### src/rtl/ffa_pkg.sv
// Shared constants, opcodes and control types for the first-fit heap allocator.
// No dependencies; every other file imports this package.
package ffa_pkg;

    localparam int HEAP_UNITS_DEF = 4096;
    localparam int UNIT_BYTES     = 8;
    localparam int UNIT_SHIFT     = $clog2(UNIT_BYTES);
    localparam int HEADER_UNITS   = 2;

    localparam int OP_W    = 2;
    localparam int BYTES_W = 16;
    localparam int OFF_W   = 15;

    localparam logic [OP_W-1:0] OP_ALLOC   = 2'd0;
    localparam logic [OP_W-1:0] OP_RELEASE = 2'd1;
    localparam logic [OP_W-1:0] OP_RESIZE  = 2'd2;

    typedef struct packed {
        logic neg_b;
        logic add_hdr;
        logic sub_hdr;
    } t_alu_ctl;

endpackage

### src/rtl/ffa_alu.sv
// Shared add / subtract / compare unit of the allocator sequencer.
// Depends on ffa_pkg for the header size and the control struct.
module ffa_alu import ffa_pkg::*; #(
    parameter int CW = 18
) (
    input  logic [CW-1:0] i_a,
    input  logic [CW-1:0] i_b,
    input  logic [CW-1:0] i_c,
    input  t_alu_ctl      i_ctl,
    output logic [CW-1:0] o_y,
    output logic          o_ge
);

    logic [CW-1:0] w_b;
    logic [CW-1:0] w_h;

    assign w_b  = i_ctl.neg_b ? (~i_b + 1'b1) : i_b;
    assign w_h  = i_ctl.add_hdr ? CW'(HEADER_UNITS) :
                  (i_ctl.sub_hdr ? (~CW'(HEADER_UNITS) + 1'b1) : '0);
    assign o_y  = i_a + w_b + w_h;
    assign o_ge = $signed(o_y) >= $signed(i_c);

endmodule

### config.mk
export PLATFORM = sky130hd
export DESIGN_NAME = ffa_alu
export DESIGN_NICKNAME = d
export VERILOG_FILES = /design/src/rtl/ffa_pkg.sv /design/src/rtl/ffa_alu.sv
export SDC_FILE = /design/constraint.sdc
export NUM_CORES = 1
export LEC_CHECK = 0
export ABC_AREA = 1
export BUFFER_PORTS_ARGS = -buffer_cell sky130_fd_sc_hd__buf_2
export CORE_MARGIN = 5
export CORE_UTILIZATION = 55
export DETAILED_ROUTE_END_ITERATION = 8
export GPL_ROUTABILITY_DRIVEN = 0
export MAX_ROUTING_LAYER = met4
export PLACE_DENSITY = 0.87
export SLEW_MARGIN = 40
export SYNTH_ARGS = -nofsm -noshare
export SYNTH_HDL_FRONTEND = slang
export SYNTH_SLANG_ARGS = --single-unit
export TNS_END_PERCENT = 1
### constraint.sdc
create_clock -name vclk -period 4.7
set_clock_uncertainty 0.15 [all_clocks]
set_input_delay 0.47 -clock vclk [all_inputs]
set_output_delay 0.47 -clock vclk [all_outputs]
set_load 0.02 [all_outputs]
Word-level counts from Yosys, hierarchy flattened
Cells that the tools add are included.
{"block": "word_totals", "register_bits": 0}
{"block": "op_classes", "n_addsub": 3, "order_cmp": 1, "mux": 3, "bitwise": 1}
{"operator": "$mux W18", "n": 3}
{"operator": "$add A18 B18 Y18", "n": 2}
{"operator": "$add A18 B1 Y18 const B", "n": 1}
{"operator": "$ge A18 B18 Y1", "n": 1}
{"operator": "$not A18 Y18", "n": 1}

Longest topological paths before layout
Gate-level depths: netlist of the first run.
{"block": "depth", "depth_word": 6, "ltp_mapped": 29, "ltp_nobuf": 29}

Least setup slack after synthesis of the first run
Ideal clock, no wire load.
{"block": "synth_timing", "kind": "input -> output", "startpoint": "input port i_ctl[1] (netlist bit)", "endpoint": "output port o_ge", "t_arrival_ns": 4.036, "setup_slack_ns": 0.044, "cell_stages": 22, "path_buffers": 0, "path_cell_list": "inv_1 -> nand2_1 -> fa_1 -> inv_1 -> fa_1 -> nand3_1 -> nand2_1 -> nand3_1 -> nand2_1 -> nand2_1 -> nand2_1 -> nand3_1 -> nand2_1 -> ha_1 -> nand2_1 -> nor2_1 -> nand2_1 -> nor2_1 -> nand2_1 -> nand3_1 -> nand2_1 -> nand3_1"}
{"block": "synth_between", "elab_chain_len": 3}
{"element": "start, declared", "line_no": "ffa_alu.sv:9", "source": "input t_alu_ctl i_ctl,"}
{"element": "$mux W18", "line_no": "ffa_alu.sv:18", "source": "assign w_h = i_ctl.add_hdr ? CW'(HEADER_UNITS) :"}
{"element": "$add A18 B18 Y18", "line_no": "ffa_alu.sv:20", "source": "assign o_y = i_a + w_b + w_h;"}
{"element": "named net o_y[17]", "line_no": "ffa_alu.sv:10", "source": "output logic [CW-1:0] o_y,"}
{"element": "$ge A18 B18 Y1", "line_no": "ffa_alu.sv:21", "source": "assign o_ge = $signed(o_y) >= $signed(i_c);"}
{"element": "end, declared", "line_no": "ffa_alu.sv:11", "source": "output logic o_ge"}
The timed path passes the listed nets, and every way through them passes these cells.

Worst setup path in the final report of the first run
{"block": "layout_timing", "startpoint": "input port i_b[7]", "endpoint": "output port o_ge"}
{"block": "layout_between", "elab_chain_len": 6}
{"element": "start, declared", "line_no": "ffa_alu.sv:7", "source": "input logic [CW-1:0] i_b,"}
{"element": "$not A18 Y18", "line_no": "ffa_alu.sv:17", "source": "assign w_b = i_ctl.neg_b ? (~i_b + 1'b1) : i_b;"}
{"element": "$add A18 B1 Y18", "line_no": "ffa_alu.sv:17"}
{"element": "$mux W18 (*)", "line_no": "ffa_alu.sv:17"}
{"element": "$add A18 B18 Y18 (*) (2 in series)", "line_no": "ffa_alu.sv:20"}
{"element": "$ge A18 B18 Y1 (*)", "line_no": "ffa_alu.sv:21"}
Every way passes the cells marked *; elsewhere a longest branch is shown, timed or not.

==> results of run 1 <==
-- cell usage after synthesis --
cell type / number / area (um2)
nand2_2: 3 / 18.8
fa_1: 17 / 340
nand3_2: 1 / 10.0
clkbuf_8: 1 / 13.8
o21ai_0: 8 / 40.0
nor3_1: 1 / 5.00
inv_1: 112 / 420
xnor2_1: 4 / 35.0
a21o_1: 2 / 15.0
nor2_2: 4 / 25.0
nand4_1: 5 / 31.3
a21boi_0: 1 / 7.51
nor2b_1: 1 / 6.26
ha_1: 36 / 450
nor2_1: 25 / 93.8
o21ai_1: 2 / 10.0
o21bai_1: 2 / 15.0
o21ai_2: 1 / 8.76
or2_1: 2 / 12.5
and3_1: 1 / 6.26
nand3_1: 27 / 135
a21oi_1: 22 / 110
inv_2: 2 / 7.51
nand2_1: 103 / 387
and2_1: 1 / 6.26
xor2_1: 20 / 175
o21ai_4: 1 / 16.3
-- critical path: cells and delay by family --
kind	cells	cell delay, ns
xor gates and xnor gates	1	0.21
and+or+nand+nor	17	1.73
buffers and inverters	4	0.51
AOI/OAI and AO/OA	2	0.38
adders and majority gates	3	0.98
-- layout make-up --
cell class | count | area, um2
multi-input cells | 290 | 2570
repair buffers | 109 | 666
fillers | 214 | 563
inverters | 114 | 433
well taps | 52 | 65.1
-- routing by layer --
layer | global-route usage | part of all wire | vias to the layer above
met5 | - | 0 | -
li1 | - | - | 1443
met3 | 0.0236 | 0.082 | 72
met4 | 0.0297 | 0.058 | 0
met2 | 0.407 | 0.51 | 206
met1 | 0.258 | 0.35 | 1432
-- cells by family after synthesis --
group | share of synthesized area
AO/OA/AOI/OAI | 0.0927
adder cells (fa/ha/maj) | 0.329
AND/OR/NAND/NOR | 0.307
buffers and inverters | 0.184
XOR/XNOR | 0.0875
-- how the worst min path moves through the flow --
stage / slack [ns] / endpoint / from / cells after the start
global placement: 1.19 / o_y[0] / i_a[0] / 3
floorplan: 1.00 / o_y[0] / i_b[0] / 1
detailed placement: 1.22 / o_y[0] / i_a[0] / 3
global route: 1.25 / o_y[0] / i_a[0] / 3
finish: 1.21 / o_y[0] / i_a[0] / 3
CTS: 1.22 / o_y[0] / i_a[0] / 3
-- what timing repair did --
item	CTS	global route
buffers inserted	4	7
pin swaps	12	47
endpoints found under the setup margin	1	1
gates resized for setup	29	108
-- where the power goes --
group	leakage, uW	switching (uW)	total (uW)	internal, uW
combinational	0.00213	792	1340	545
sequential	0	0	0	0
clock	0	0	0	0
total	0.00213	792	1340	545
-- through the flow --
stage	hold WS [ns]	TNS [ns]
after floorplan	1.00	0
after global placement	1.19	-0.0382
after detailed placement	1.22	-0.176
after CTS	1.22	0
after global routing	1.25	-0.309
final	1.21	-0.198
==> impl_metrics.csv, run 1 <==
group,metric,value,unit
run_status,status,"complete, but fails checks",
run_status,violations,"DRC, setup timing",
cells_and_area,fin_util,0.869,
synthesis,yosys_warnings,0,
worst_setup_path,required,4.08,ns
cells_and_area,n_antenna_cell,0,
cells_and_area,areaGrowthSynthToFinish,55.3,%
worst_setup_path,cp.arrival,4.28,ns
synthesis,ys_seq_area_frac,0,
cells_and_area,final_area,3730,um2
detailed_routing,firstDrtPassIters,8,
place,placedCellCount,554,
global_routing,grt_pass1_vias,2722,
timing,worstMarginPinSlew,0.325,ns
synthesis,syn-instance-count,405,
detailed_routing,vias,3153,
power,ir_worst_vdd,0.156,mV
cells_and_area,final_cells,565,
cts,ctsHoldBuffers,0,
floorplanning,die_h,76.1,um
floorplanning,die_w,76.1,um
detailed_routing,wl,9080,um
worst_setup_path,crit_fanout,5,
detailed_routing,wl_per_cell,16.1,um
synthesis,ys_types,27,
power,cellPowerDensity,358,nW/um2
global_routing,grt_pass1_wl,11000,um
global_routing,grt_use_total,0.219,
place,dp_hpwl,5390,um
timing,fin_crit_sh,1.04,
floorplanning,dieArea,5790,um2
worst_setup_path,cp_common_cell,"nand2_1",
worst_setup_path,slowest_stage,"fa_1",
floorplanning,start_util,0.559,
cells_and_area,layout-drive-gt1-share,0.427,
cells_and_area,final_cell_mix,"inv_1 (99), nand2_1 (78), buf_2 (73), buf_4 (28)",
place,pre_cts_ws,-0.176,ns
detailed_routing,drcViolationCount,1,
place,port_buffers,76,
floorplanning,num_rows,24,
floorplanning,pin_count,76,
power,p_leak,0.00213,uW
global_routing,antenna_found_initial,0,
global_routing,grt_overflow,0,
floorplanning,fp.coreArea,4290,um2
cells_and_area,final_nets,625,
power,finalPower,1340,uW
timing,fmax,0.204,GHz
cells_and_area,layout.cells.most_common,"inv_1",
detailed_routing,vias_per_cell,5.58,
detailed_routing,drt_iter0_markers,249,
worst_hold_path,min_path_type,"input port to output pin",
timing,rsz0062_at_grt,"true",
worst_setup_path,endpoint_kind,"output pin",
worst_setup_path,crit_path_start_kind,"input port",
worst_setup_path,cp-startpoint,"i_b[7]",
worst_setup_path,critical_path_class,"input port to output pin",
cells_and_area,seqCellArea,0,um2
cells_and_area,seq_cell_count,0,
timing,slew_headroom,0.783,
synthesis,synth_area_per_cell,5.93,um2
worst_setup_path,max_stage_delay,0.45,ns
worst_setup_path,cp-endpoint,"o_ge",
timing,maxSlewViolCount,0,
flow_run,maxCapViolCount,0,
global_routing,grt_max_degree,17,
place,placed_area,3000,um2
cells_and_area,clock_buffers,0,
detailed_routing,ant_nets,0,
synthesis,synth_nets,515,
synthesis,syn_area,2400,um2
timing,setup_viol,1,
timing,worst_slack,-0.198,ns
timing,hold_viol,0,
timing,finalCriticalPeriod,4.90,ns
(Power assumes the default switching activity.)
==> inputs of run 2 (changes only) <==
ABC_AREA = unset   (was 1)
CORE_UTILIZATION = 53   (was 55)
==> impl_metrics.csv, run 2 <==
group,metric,value,unit
detailed_routing,drt_iter0_markers,119,
timing,rsz0062_at_grt,"true",
floorplanning,die_h,72.2,um
timing,fin_crit_sh,1.20,
cells_and_area,final_cell_mix,"buf_2 (73), inv_1 (68), buf_4 (68), ha_1 (34), a21oi_1 (18)",
cells_and_area,clock_buffers,0,
cells_and_area,seq_cell_count,0,
cts,post_cts_buffers,0,
cells_and_area,final_nets,525,
timing,maxSlewViolCount,0,
synthesis,ys_types,42,
synthesis,syn-instance-count,272,
timing,slew_headroom,0.754,
power,p_seq_frac,0,
global_routing,grt_pass1_vias,2661,
floorplanning,fp.coreArea,3720,um2
global_routing,grt.met1_usage,0.280,
place,placed_area,3040,um2
cells_and_area,layout.cells.most_common,"buf_2",
worst_setup_path,critical_path_class,"input port to output pin",
worst_setup_path,max_stage_delay,0.47,ns
timing,fmax,0.177,GHz
power,pwr-share-clk,0,
power,ir_worst_vdd,0.183,mV
detailed_routing,drcViolationCount,0,
global_routing,grt_overflow,0,
synthesis,synth_top_area_share,0.220,
cells_and_area,final_cells,461,
detailed_routing,vias,2493,
synthesis,yosys_warnings,0,
worst_setup_path,cp.arrival,5.03,ns
global_routing,grt-busiest-layer,"met2",
floorplanning,die_w,72.2,um
cells_and_area,fin_util,0.832,
floorplanning,start_util,0.551,
synthesis,ys_top_cells_by_count,"inv_1 (69), ha_1 (36), a21oi_1 (19), fa_1 (17), xnor2_1 (17)",
detailed_routing,ant_nets,0,
synthesis,synth_top_cell_by_area,"ha_1",
worst_setup_path,required,4.08,ns
power,p_sw,623,uW
cells_and_area,final_area,3090,um2
power,finalPower,1160,uW
floorplanning,dieArea,5210,um2
timing,hold_viol,0,
run_status,violations,"setup timing",
worst_setup_path,crit_fanout,3,
floorplanning,pin_count,76,
worst_setup_path,path_buf_inv,3,
synthesis,syn_area,2050,um2
global_routing,grt_util_met3,0.0194,
place,dp_hpwl,5990,um
timing,setup_viol,1,
worst_setup_path,slowest_stage,"or4_1",
cells_and_area,areaGrowthSynthToFinish,50.9,%
timing,finalCriticalPeriod,5.65,ns
synthesis,synth_nets,382,
timing,worstMarginPinSlew,0.365,ns
flow_run,maxCapViolCount,0,
place,pre_cts_ws,-0.934,ns
global_routing,grt_max_degree,11,
detailed_routing,firstDrtPassIters,4,
synthesis,ys_seq_area_frac,0,
global_routing,antenna_found_initial,0,
timing,worst_slack,-0.950,ns
worst_setup_path,endpoint_kind,"output pin",
run_status,status,"complete, but fails checks",
power,p_sw_frac,0.537,
detailed_routing,wl,6840,um
power,internal_power,538,uW
worst_hold_path,min_path_type,"input port to output pin",
power,p_leak,0.00184,uW
global_routing,met2_usage,0.503,
worst_setup_path,path_cells,"buf_6 > nor4_4 > nand2_1 > o41ai_2 > xor2_1 > fa_1 > inv_2 > ha_4 > a21o_1 > or4_1 > nor3_1 > o21ai_1 > o311ai_2 > xnor2_2 > ha_2 > a21o_1 > a21oi_2 > a22oi_2 > or4_1 > a31oi_1 > nor3_2 > buf_4",
worst_setup_path,crit_path_start_kind,"input port",
place,placedCellCount,461,
cells_and_area,seqCellArea,0,um2
synthesis,synthTopCellsByArea,"ha_1 (22%), fa_1 (17%), inv_1 (13%), xnor2_1 (7.3%), xor2_1 (6.8%)",
place,port_buffers,76,
power,cellPowerDensity,376,nW/um2
power,p_comb_frac,1.000,
worst_setup_path,path_delay_family,"compound AO/OA/AOI/OAI gates",
synthesis,synth_area_per_cell,7.53,um2
synthesis,synth.most_common_cell,"inv_1",
cells_and_area,layout-drive-gt1-share,0.395,
cells_and_area,n_antenna_cell,0,
floorplanning,num_rows,22,
detailed_routing,wl_per_cell,14.8,um
global_routing,grt_pass1_wl,11200,um
detailed_routing,vias_per_cell,5.41,
global_routing,grt_use_total,0.269,
-- run 2: changes by cell type in the layout (fill, tap and decap cells not counted), sizes merged, moves of 6 or more --
| cell | delta |
|---|---|
| buf | +34 |
| xnor2 | +13 |
| o21ai | -6 |
| nand3 | -21 |
| nor2 | -14 |
| a21o | +8 |
| nand2 | -99 |
| inv | -45 |
-- run 2: cell type report --
cell class	count	area [um2]
inverter	69	259
timing repair buffer	143	898
tap	48	60.1
multi-input combinational	201	1870
fill	218	624
-- run 2: cell families after synthesis --
kind of cell	Yosys count	synth area share
AOI/OAI and AO/OA	60	0.199
buffers and inverters	71	0.130
adders and majority gates	53	0.386
and+or+nand+nor	54	0.139
muxes	1	0.00489
xor gates and xnor gates	33	0.141
-- run 2: power by group through the flow --
stage | clock network (uW) | registers [uW] | logic (uW)
final | 0 | 0 | 1160
after global routing | 0 | 0 | 1260
after CTS | 0 | 0 | 1130
after detailed placement | 0 | 0 | 1110
after global placement | 0 | 0 | 1040
after floorplan | 0 | 0 | 678
-- run 2: repair_timing --
item,CTS,global route
setup endpoints to repair,1,2
hold buffers,0,0
gates resized for setup,4,10
-- run 2: worst paths after layout --
path | endpoint | start | depth (start not counted)
setup / recovery | o_ge | i_b[5] | 22
hold / removal | o_y[0] | i_a[0] | 3
-- run 2: stage by stage --
stage | TNS (ns) | hold WS [ns]
after floorplan | -0.629 | 1.00
final | -0.950 | 1.17
after detailed placement | -0.934 | 1.16
after CTS | -0.911 | 1.16
after global routing | -1.09 | 1.20
after global placement | -0.756 | 1.16
-- run 2: routing by layer --
metal  up-vias  routed length [um]
li1       1185                   -
met1      1143                2530
met2       129                3580
met3        36                 404
met4         0                 322
met5         -                   0
